File: src/design/bba_pkg.sv
package bba_pkg;

  localparam int unsigned MaxLevels = 8;
  localparam int unsigned LenW      = 27;
  localparam int unsigned NeedW     = 28;
  localparam int unsigned TopW      = 6;
  localparam int unsigned CfgW      = 7;
  localparam int unsigned CfgIdxW   = 2;

  typedef enum logic [1:0] {
    ND_ABSENT,
    ND_FREE,
    ND_FULL,
    ND_SPLIT
  } node_e;

  typedef enum logic [1:0] {
    RES_OK,
    RES_NOMEM,
    RES_BADFREE
  } status_e;

  typedef enum logic [1:0] {
    REG_BLOCK_LOG2,
    REG_LEVEL_COUNT,
    REG_HEADER_BYTES
  } reg_e;

  typedef enum logic [3:0] {
    S_IDLE,
    S_PREP,
    S_SCAN,
    S_SPLIT_A,
    S_SPLIT_B,
    S_MARK,
    S_FSRCH,
    S_MRG_RD,
    S_MRG_CK,
    S_MRG_WR,
    S_DONE
  } state_e;

  typedef struct packed {
    logic wr_en;
    logic rd_en;
  } mem_ctl_t;

endpackage

File: src/design/bba_level_calc.sv
module bba_level_calc import bba_pkg::*; #(
  parameter int unsigned LvW = 3
) (
  input  logic [NeedW-1:0] need_i,
  input  logic [TopW-1:0]  top_i,
  input  logic [LvW-1:0]   last_lv_i,
  output logic [LvW-1:0]   target_o,
  output logic             too_big_o
);

  logic [NeedW-1:0] m;
  logic [TopW-1:0]  c;
  logic [TopW-1:0]  i0;
  logic [TopW-1:0]  sl;

  // c = bit length of need-1, so that 2^k < need iff k < c
  always_comb begin
    m = need_i - NeedW'(1);
    c = '0;
    if (need_i != '0) begin
      for (int i = 0; i < NeedW; i++) begin
        if (m[i]) c = TopW'(i + 1);
      end
    end
    i0 = (top_i > c) ? (top_i - c) : '0;
    if (i0 > TopW'(last_lv_i)) target_o = last_lv_i;
    else                       target_o = LvW'(i0);
    sl = top_i - TopW'(target_o);
    too_big_o = (sl < c);
  end

endmodule

File: src/design/bba_node_mem.sv
module bba_node_mem import bba_pkg::*; #(
  parameter int unsigned NodeW = MaxLevels
) (
  input  logic             clk_i,
  input  logic             rst_ni,
  input  logic             clear_i,
  input  mem_ctl_t         ctl_i,
  input  logic [NodeW-1:0] waddr_i,
  input  node_e            wdata_i,
  input  logic [NodeW-1:0] raddr_i,
  output node_e            rdata_o
);

  localparam int unsigned Nodes = 1 << NodeW;

  node_e             mem_q [Nodes];
  logic [Nodes-1:0]  valid_q;
  node_e             rd_q;
  logic              rvalid_q;
  logic              rroot_q;

  always_ff @(posedge clk_i) begin
    if (ctl_i.wr_en) begin
      mem_q[waddr_i] <= wdata_i;
    end
    if (ctl_i.rd_en) begin
      rd_q    <= mem_q[raddr_i];
      rroot_q <= (raddr_i == NodeW'(1));
    end
  end

  // entries never written since init read as the reset tree
  always_ff @(posedge clk_i or negedge rst_ni) begin
    if (!rst_ni) begin
      valid_q  <= '0;
      rvalid_q <= 1'b0;
    end else begin
      if (clear_i) begin
        valid_q <= '0;
      end else if (ctl_i.wr_en) begin
        valid_q[waddr_i] <= 1'b1;
      end
      if (ctl_i.rd_en) begin
        rvalid_q <= valid_q[raddr_i];
      end
    end
  end

  assign rdata_o = rvalid_q ? rd_q : (rroot_q ? ND_FREE : ND_ABSENT);

endmodule

File: src/design/binary_buddy_allocator.sv
// Allocate: node scan, one node read per cycle, then two writes per split level;
//   free: at most one read per level, then a buddy read and two writes per merge step.
// One request at a time; the node scan, one read per cycle, sets the pace.
// Reset and any register write leave one free root block; no clearing pass.
module binary_buddy_allocator import bba_pkg::*; #(
  parameter int unsigned MAX_LEVELS = MaxLevels
) (
  input  logic               clk_i,
  input  logic               rst_ni,
  input  logic               s_axis_tvalid,
  output logic               s_axis_tready,
  input  logic [55:0]        s_axis_tdata,  // request_length[26:0], free_offset[53:27]
  input  logic               s_axis_tuser,  // operation
  output logic               m_axis_tvalid,
  input  logic               m_axis_tready,
  output logic [31:0]        m_axis_tdata,  // status[1:0], user_offset[28:2]
  input  logic               cfg_we_i,
  input  logic [CfgIdxW-1:0] cfg_idx_i,
  input  logic [CfgW-1:0]    cfg_wdata_i
);

  localparam int unsigned NW  = MAX_LEVELS;
  localparam int unsigned LVW = (MAX_LEVELS > 1) ? $clog2(MAX_LEVELS) : 1;

  logic [4:0] blk_log2_q;
  logic [3:0] lvl_cnt_q;
  logic [6:0] hdr_q;
  logic       init;

  always_comb begin
    init = 1'b0;
    if (cfg_we_i) begin
      case (reg_e'(cfg_idx_i))
        REG_BLOCK_LOG2, REG_LEVEL_COUNT, REG_HEADER_BYTES: init = 1'b1;
        default: init = 1'b0;
      endcase
    end
  end

  always_ff @(posedge clk_i or negedge rst_ni) begin
    if (!rst_ni) begin
      blk_log2_q <= 5'd6;
      lvl_cnt_q  <= 4'd8;
      hdr_q      <= 7'd16;
    end else if (cfg_we_i) begin
      case (reg_e'(cfg_idx_i))
        REG_BLOCK_LOG2:   blk_log2_q <= cfg_wdata_i[4:0];
        REG_LEVEL_COUNT:  lvl_cnt_q  <= cfg_wdata_i[3:0];
        REG_HEADER_BYTES: hdr_q      <= cfg_wdata_i;
        default: ;
      endcase
    end
  end

  logic [4:0]      eff_log2;
  logic [4:0]      eff_lv;
  logic [TopW-1:0] top;
  logic [LVW-1:0]  last_lv;

  always_comb begin
    if (blk_log2_q < 5'd4)       eff_log2 = 5'd4;
    else if (blk_log2_q > 5'd20) eff_log2 = 5'd20;
    else                         eff_log2 = blk_log2_q;
    if (lvl_cnt_q == 4'd0)                      eff_lv = 5'd1;
    else if ({1'b0, lvl_cnt_q} > 5'(MAX_LEVELS)) eff_lv = 5'(MAX_LEVELS);
    else                                        eff_lv = {1'b0, lvl_cnt_q};
    top     = TopW'(eff_log2) + TopW'(eff_lv) - TopW'(1);
    last_lv = LVW'(eff_lv - 5'd1);
  end

  // request latch
  logic            op_q;
  logic [LenW-1:0] len_q;
  logic [LenW-1:0] off_q;

  logic [NeedW-1:0] need;
  logic [LVW-1:0]   target_w;
  logic             too_big_w;

  assign need = NeedW'(hdr_q) + NeedW'(len_q);

  bba_level_calc #(.LvW(LVW)) u_level_calc (
    .need_i   (need),
    .top_i    (top),
    .last_lv_i(last_lv),
    .target_o (target_w),
    .too_big_o(too_big_w)
  );

  mem_ctl_t      mctl;
  logic [NW-1:0] waddr;
  node_e         wdata;
  logic [NW-1:0] raddr;
  node_e         rdata;

  bba_node_mem #(.NodeW(NW)) u_node_mem (
    .clk_i  (clk_i),
    .rst_ni (rst_ni),
    .clear_i(init),
    .ctl_i  (mctl),
    .waddr_i(waddr),
    .wdata_i(wdata),
    .raddr_i(raddr),
    .rdata_o(rdata)
  );

  state_e          state_q, state_d;
  logic [NW-1:0]   n_q, n_d;
  logic [LVW-1:0]  lv_q, lv_d;
  logic [LVW-1:0]  tgt_q, tgt_d;
  logic [NW-1:0]   sa_q, sa_d;
  logic            sdone_q, sdone_d;
  logic [NW-1:0]   ca_q, ca_d;
  logic            ck_q, ck_d;
  logic            cv_q, cv_d;
  logic            clast_q, clast_d;
  status_e         res_st_q, res_st_d;
  logic [LenW-1:0] res_off_q, res_off_d;
  logic            m_valid_q, m_valid_d;
  status_e         m_st_q, m_st_d;
  logic [LenW-1:0] m_off_q, m_off_d;

  // free-search candidate at level lv_q
  logic [63:0]     b64;
  logic [TopW-1:0] sl_f;
  logic [63:0]     p64;
  logic            aligned;
  logic            in_range;
  logic [NW-1:0]   cand_addr;
  logic            lv_end;
  logic [NW-1:0]   p_blk;
  logic [TopW-1:0] sl_t;

  always_comb begin
    b64       = 64'(off_q) - 64'(hdr_q);
    sl_f      = top - TopW'(lv_q);
    aligned   = ((b64 & ((64'd1 << sl_f) - 64'd1)) == 64'd0);
    p64       = b64 >> sl_f;
    in_range  = ((p64 >> lv_q) == 64'd0);
    cand_addr = NW'((64'd1 << lv_q) | p64);
    lv_end    = (sa_q == NW'((64'd1 << ((LVW + 1)'(lv_q) + (LVW + 1)'(1))) - 64'd1));
    p_blk     = n_q - NW'(64'd1 << tgt_q);
    sl_t      = top - TopW'(tgt_q);
  end

  assign s_axis_tready = (state_q == S_IDLE);

  always_comb begin
    state_d   = state_q;
    n_d       = n_q;
    lv_d      = lv_q;
    tgt_d     = tgt_q;
    sa_d      = sa_q;
    sdone_d   = sdone_q;
    ca_d      = ca_q;
    ck_d      = ck_q;
    cv_d      = cv_q;
    clast_d   = clast_q;
    res_st_d  = res_st_q;
    res_off_d = res_off_q;
    m_valid_d = m_axis_tready ? 1'b0 : m_valid_q;
    m_st_d    = m_st_q;
    m_off_d   = m_off_q;
    mctl      = '0;
    waddr     = n_q;
    wdata     = ND_FREE;
    raddr     = sa_q;

    case (state_q)
      S_IDLE: begin
        if (s_axis_tvalid) state_d = S_PREP;
      end
      S_PREP: begin
        res_off_d = '0;
        sdone_d   = 1'b0;
        ck_d      = 1'b0;
        cv_d      = 1'b0;
        if (!op_q) begin
          if (too_big_w) begin
            res_st_d = RES_NOMEM;
            state_d  = S_DONE;
          end else begin
            tgt_d   = target_w;
            lv_d    = target_w;
            sa_d    = NW'(64'd1 << target_w);
            state_d = S_SCAN;
          end
        end else if (off_q < LenW'(hdr_q)) begin
          res_st_d = RES_BADFREE;
          state_d  = S_DONE;
        end else begin
          lv_d    = '0;
          state_d = S_FSRCH;
        end
      end
      S_SCAN: begin
        // issue one node read per cycle, lowest address first, deeper level first
        if (!sdone_q) begin
          mctl.rd_en = 1'b1;
          raddr      = sa_q;
          ca_d       = sa_q;
          ck_d       = 1'b1;
          cv_d       = 1'b1;
          clast_d    = (sa_q == NW'(1));
          if (lv_end) begin
            if (lv_q == '0) begin
              sdone_d = 1'b1;
            end else begin
              lv_d = lv_q - LVW'(1);
              sa_d = NW'(64'd1 << (lv_q - LVW'(1)));
            end
          end else begin
            sa_d = sa_q + NW'(1);
          end
        end else begin
          ck_d = 1'b0;
        end
        if (ck_q) begin
          if (rdata == ND_FREE) begin
            n_d     = ca_q;
            state_d = S_MARK;
            // level of the found node: highest set bit of its index
            for (int i = 0; i < NW; i++) begin
              if (ca_q[i]) lv_d = LVW'(i);
            end
            ck_d = 1'b0;
            if (lv_d != tgt_q) state_d = S_SPLIT_A;
          end else if (clast_q) begin
            res_st_d = RES_NOMEM;
            state_d  = S_DONE;
          end
        end
      end
      S_SPLIT_A: begin
        mctl.wr_en = 1'b1;
        waddr      = n_q;
        wdata      = ND_SPLIT;
        state_d    = S_SPLIT_B;
      end
      S_SPLIT_B: begin
        mctl.wr_en = 1'b1;
        waddr      = NW'({n_q, 1'b1});
        wdata      = ND_FREE;
        n_d        = NW'({n_q, 1'b0});
        lv_d       = lv_q + LVW'(1);
        if ((LVW + 1)'(lv_q) + (LVW + 1)'(1) == (LVW + 1)'(tgt_q)) state_d = S_MARK;
        else                                                    state_d = S_SPLIT_A;
      end
      S_MARK: begin
        mctl.wr_en = 1'b1;
        waddr      = n_q;
        wdata      = ND_FULL;
        res_st_d   = RES_OK;
        res_off_d  = LenW'((64'(p_blk) << sl_t) + 64'(hdr_q));
        state_d    = S_DONE;
      end
      S_FSRCH: begin
        if (!sdone_q) begin
          mctl.rd_en = aligned && in_range;
          raddr      = cand_addr;
          ca_d       = cand_addr;
          ck_d       = 1'b1;
          cv_d       = aligned && in_range;
          clast_d    = (lv_q == last_lv);
          if (lv_q == last_lv) sdone_d = 1'b1;
          else                 lv_d    = lv_q + LVW'(1);
        end else begin
          ck_d = 1'b0;
        end
        if (ck_q) begin
          if (cv_q && rdata == ND_FULL) begin
            n_d     = ca_q;
            ck_d    = 1'b0;
            state_d = S_MRG_RD;
          end else if (clast_q) begin
            res_st_d = RES_BADFREE;
            state_d  = S_DONE;
          end
        end
      end
      S_MRG_RD: begin
        if (n_q == NW'(1)) begin
          mctl.wr_en = 1'b1;
          waddr      = n_q;
          wdata      = ND_FREE;
          res_st_d   = RES_OK;
          state_d    = S_DONE;
        end else begin
          mctl.rd_en = 1'b1;
          raddr      = n_q ^ NW'(1);
          state_d    = S_MRG_CK;
        end
      end
      S_MRG_CK: begin
        mctl.wr_en = 1'b1;
        if (rdata == ND_FREE) begin
          waddr   = n_q ^ NW'(1);
          wdata   = ND_ABSENT;
          state_d = S_MRG_WR;
        end else begin
          waddr    = n_q;
          wdata    = ND_FREE;
          res_st_d = RES_OK;
          state_d  = S_DONE;
        end
      end
      S_MRG_WR: begin
        mctl.wr_en = 1'b1;
        waddr      = n_q;
        wdata      = ND_ABSENT;
        n_d        = n_q >> 1;
        state_d    = S_MRG_RD;
      end
      S_DONE: begin
        if (!m_valid_q || m_axis_tready) begin
          m_valid_d = 1'b1;
          m_st_d    = res_st_q;
          m_off_d   = res_off_q;
          state_d   = S_IDLE;
        end
      end
      default: state_d = S_IDLE;
    endcase
  end

  always_ff @(posedge clk_i) begin
    if (s_axis_tvalid && s_axis_tready) begin
      op_q  <= s_axis_tuser;
      len_q <= s_axis_tdata[26:0];
      off_q <= s_axis_tdata[53:27];
    end
    n_q       <= n_d;
    lv_q      <= lv_d;
    tgt_q     <= tgt_d;
    sa_q      <= sa_d;
    ca_q      <= ca_d;
    res_st_q  <= res_st_d;
    res_off_q <= res_off_d;
    m_st_q    <= m_st_d;
    m_off_q   <= m_off_d;
  end

  always_ff @(posedge clk_i or negedge rst_ni) begin
    if (!rst_ni) begin
      state_q   <= S_IDLE;
      sdone_q   <= 1'b0;
      ck_q      <= 1'b0;
      cv_q      <= 1'b0;
      clast_q   <= 1'b0;
      m_valid_q <= 1'b0;
    end else begin
      state_q   <= state_d;
      sdone_q   <= sdone_d;
      ck_q      <= ck_d;
      cv_q      <= cv_d;
      clast_q   <= clast_d;
      m_valid_q <= m_valid_d;
    end
  end

  assign m_axis_tvalid = m_valid_q;
  assign m_axis_tdata  = {3'b000, m_off_q, m_st_q};

endmodule
File: config.mk
export PLATFORM = sky130hd
export DESIGN_NAME = binary_buddy_allocator
export DESIGN_NICKNAME = d
export VERILOG_FILES = /design/src/design/bba_pkg.sv /design/src/design/bba_level_calc.sv /design/src/design/bba_node_mem.sv /design/src/design/binary_buddy_allocator.sv
export SDC_FILE = /design/constraint.sdc
export NUM_CORES = 2
export LEC_CHECK = 0
export BUFFER_PORTS_ARGS = -buffer_cell sky130_fd_sc_hd__buf_2
export CAP_MARGIN = 20
export CORE_ASPECT_RATIO = 0.7
export CORE_UTILIZATION = 57
export DETAILED_ROUTE_END_ITERATION = 8
export PLACE_DENSITY = 0.8
export RECOVER_POWER = 50
export SLEW_MARGIN = 20
export SYNTH_ARGS = -nofsm -noshare
export SYNTH_HDL_FRONTEND = slang
export SYNTH_SLANG_ARGS = --single-unit
File: constraint.sdc
create_clock -name clk_i -period 9.4 [get_ports clk_i]
set_input_delay 1.41 -clock clk_i [delete_from_list [all_inputs] [get_ports clk_i]]
set_output_delay 1.41 -clock clk_i [all_outputs]
set_load 0.05 [all_outputs]
==> summary.md <==
| Metric | Value |
|---|---|
| Die Y-Extent | 248 um |
| Inst Count DP | 5932 |
| Commonest non-fill, non-tap cells in the layout | nand2_1, edfxtp_1, nor2_1 |
| Maxcap violations | 10 |
| Number of enable flip-flop cells after synthesis | 658 |
| FF+latch count, synth | 940 |
| CP top delay family | compound AO/OA/AOI/OAI gates |
| Initial Utilization | 58.1% |
| Syn-to-layout area delta | 11.5% |
| R2R cell count | 45 |
| Max Fanout on Critical Path | 4 |
| Footprint of the multi-input gates | 0.0214 sq mm |
| CP required | 9800 ps |
| Grt ovf | 0 |
| CTS H-tree depth | 3 |
| Fin Clk Skew | 28.3 ps |
| Vias in the first global route | 37700 |
| Routed Antenna Nets | 0 |
| Number of vias per cell | 6.70 |
| CTS Hold Bufs | 0 |
| Rel. slew slack | -212% |
| HP Class | reg2reg |
| Reg-to-reg startpoint | hdr_q[1] |
| Routability congestion estimate | 0.999 |
| Post-DP Area | 0.0516 sq mm |
| Fill cell count | 6519 |
| CP bufs+invs | 6 |
| Critical Path Source | hdr_q[1] |
| Worst R2R Setup Slack | -60 ps |
| DR iter-0 viols | 6427 |
| Cts bufs inserted | 88 |
| GR Util All Layers | 34.3% |
| CP Launch Type | flip-flop |
| Post-synthesis cell type count | 97 |
| Hold Path End | m_off_q[1] |
| DIE WIDTH | 354 um |
| Tmin final | 9460 ps |
| DIE AREA | 0.0878 sq mm |
| Ys Warns | 0 |
| Final nets | 5070 |
| Hold_ws | 417 ps |
| Top-area cell type share of the netlist area | 40.1% |
| Critical path arrival | 9860 ps |
| DRC errors left | 0 |
| Period utilisation layout | 101% |
| Post-DP HPWL | 99.6 mm |
| Mapped Area | 0.0493 sq mm |
| Clk root buf | clkbuf_16 |
| Post-synth top area cell | edfxtp_1 |
| Avg Cell Area, Syn | 10.2 sq um |
| Share of layout cells above drive strength 1 | 11.4% |
| Most common cell after layout, fill and taps aside | nand2_1 |
| Layout Cell Area excl Fill | 0.0550 sq mm |
| Clk slew on worst S/H paths | 70 ps |
| Clock latency on the worst-skew pair | 680 ps |
| Initial antenna violation count | 5 |
| Post-synth top flop | edfxtp_1 |
| Fmax | 106 MHz |
| Unrepaired setup endpoints after global routing | true |
| CP Class | reg2reg |
| Reg2reg end | res_st_q[1] |
| Core Area | 0.0850 sq mm |
| Status | finished, violations left |
| Max incr delay on CP | 500 ps |
| Slowest cell on the critical path | or4_1 |
| Crit. End Element | flip-flop |
| Worst hold start | res_off_q[1] |
| Drt first pass iters | 7 |
| Final WS setup | -64.0 ps |
| # setup viols final | 13 |
| Top cells by area, synth | edfxtp_1, dfrtp_1, nand2_1, o21a_1, nor2_1 |
| Clock tree buffer depth | 3 |
| Register area share after synthesis | 54.4% |
| First-pass GRT wire length | 229 mm |
| WL/cell | 25.0 um |
| Largest net degree at the start of global routing | 257 |
| Synth async-reset ratio | 30.0% |
| FF+latch area | 0.0268 sq mm |
| Failing checks | capacitance limit, slew limit, setup timing |
| I/O Buffers | 99 |
| Worst Hold Depth | 0 |
| Worst slew pin tran | 4690 ps |
| Hold Vio Cnt, Final | 0 |
| Cell row count | 89 |
| Slew Viols, Final | 822 |
| CTS tree | yes |
| Total wire length | 153 mm |
| Non-filler cells, final | 6129 |
| Post-synthesis cell count | 4840 |
| Finished Core Util | 64.7% |
| Most frequent CP cell | a21o_1 |
| Vias post-DR | 41100 |
| IO Count | 105 |
| Clock Sinks | 940 |
## layer usage
layer	up-vias	track usage, %	routed length (um)
met1	19800	50.4	61900
met5	-	0	13
met3	385	12.2	24600
met2	2949	47.1	62000
li1	17900	-	-
met4	2	10.6	4770
## Yosys cell counts, types with 33 or more instances
cell type / count
nand2_1: 811
edfxtp_1: 658
nor2_1: 481
nand3_1: 352
dfrtp_1: 278
o21a_1: 277
clkbuf_1: 201
a21oi_1: 157
mux2i_1: 139
o21ai_0: 128
buf_2: 80
a31oi_1: 79
ha_1: 75
nor3_1: 74
xnor2_1: 73
and3_1: 68
inv_1: 68
a211oi_1: 50
a311oi_1: 49
xor2_1: 46
or3_1: 40
o211ai_1: 34
mux2_2: 33
o22ai_1: 33
## layout make-up
cell class,instances,share of cell area (%)
Multi-Input combinational cell,3505,38.9
Clock inverter,45,0.765
Timing Repair Buffer,308,3.91
Clock buffer,121,4.57
Tap cell,1137,2.59
Sequential cell,940,48.8
Inverter,72,0.492
Antenna cell,1,0.00455
## state kept, by name (all words and copies together), names as in the netlist, 5 cells and up
signal,cells
m_off_q,27
res_off_q,27
n_q,8
off_q,27
hdr_q,7
ca_q,8
u_node_mem.valid_q,256
u_node_mem.mem_q,512
blk_log2_q,5
sa_q,8
len_q,27
## per-stage QoR
step | worst slack [ps] | setup TNS, ps
floorplan | 24.5 | 0
global placement | -95.8 | -192
detailed placement | -408 | -4230
CTS | 6.73 | 0
global route | -440 | -6000
finish | -64.0 | -580
## kinds of logic (layout without fill, tap and decap cells)
group	Yosys count	in the layout	synth area share, %
buffers and inverters	397	546	3.32
flip-flops	940	940	54.4
AND/OR/NAND/NOR	2024	2024	18.3
multiplexers	177	177	3.80
AO/OA/AOI/OAI	1096	1096	15.8
XOR/XNOR	121	121	2.20
other	1	4	0.00760
adder cells (fa/ha/maj)	84	84	2.27
## repair_timing
action / CTS / global route
hold endpoints to repair: 0 / 0
setup endpoints to repair: 17 / 17
setup buffers: 5 / 24
gates resized for setup: 16 / 60
pin swaps: 12 / 41
## worst max-delay path by stage
stage | end | depth (start not counted) | slack (ps)
2_1_floorplan | res_st_q[0] | 47 | 20
3_3_place_gp | res_st_q[0] | 46 | -100
3_5_place_dp | res_st_q[1] | 46 | -410
4_1_cts | lv_q[1] | 49 | 7
5_1_grt | lv_q[1] | 48 | -440
6_report | res_st_q[1] | 45 | -60
## worst reg2reg max path: cells and delay by family (launching register included)
family	cells	cell delay [ps]
compound gates	21	3550
simple gates	10	2430
fa+ha+maj	6	1680
buf+inv	6	670
flops	1	440
mux	1	270
xor+xnor	1	130
Power is left out: the tool's default activity adds up to more than one toggle a clock period on the data nets, which glitch-free logic cannot reach.
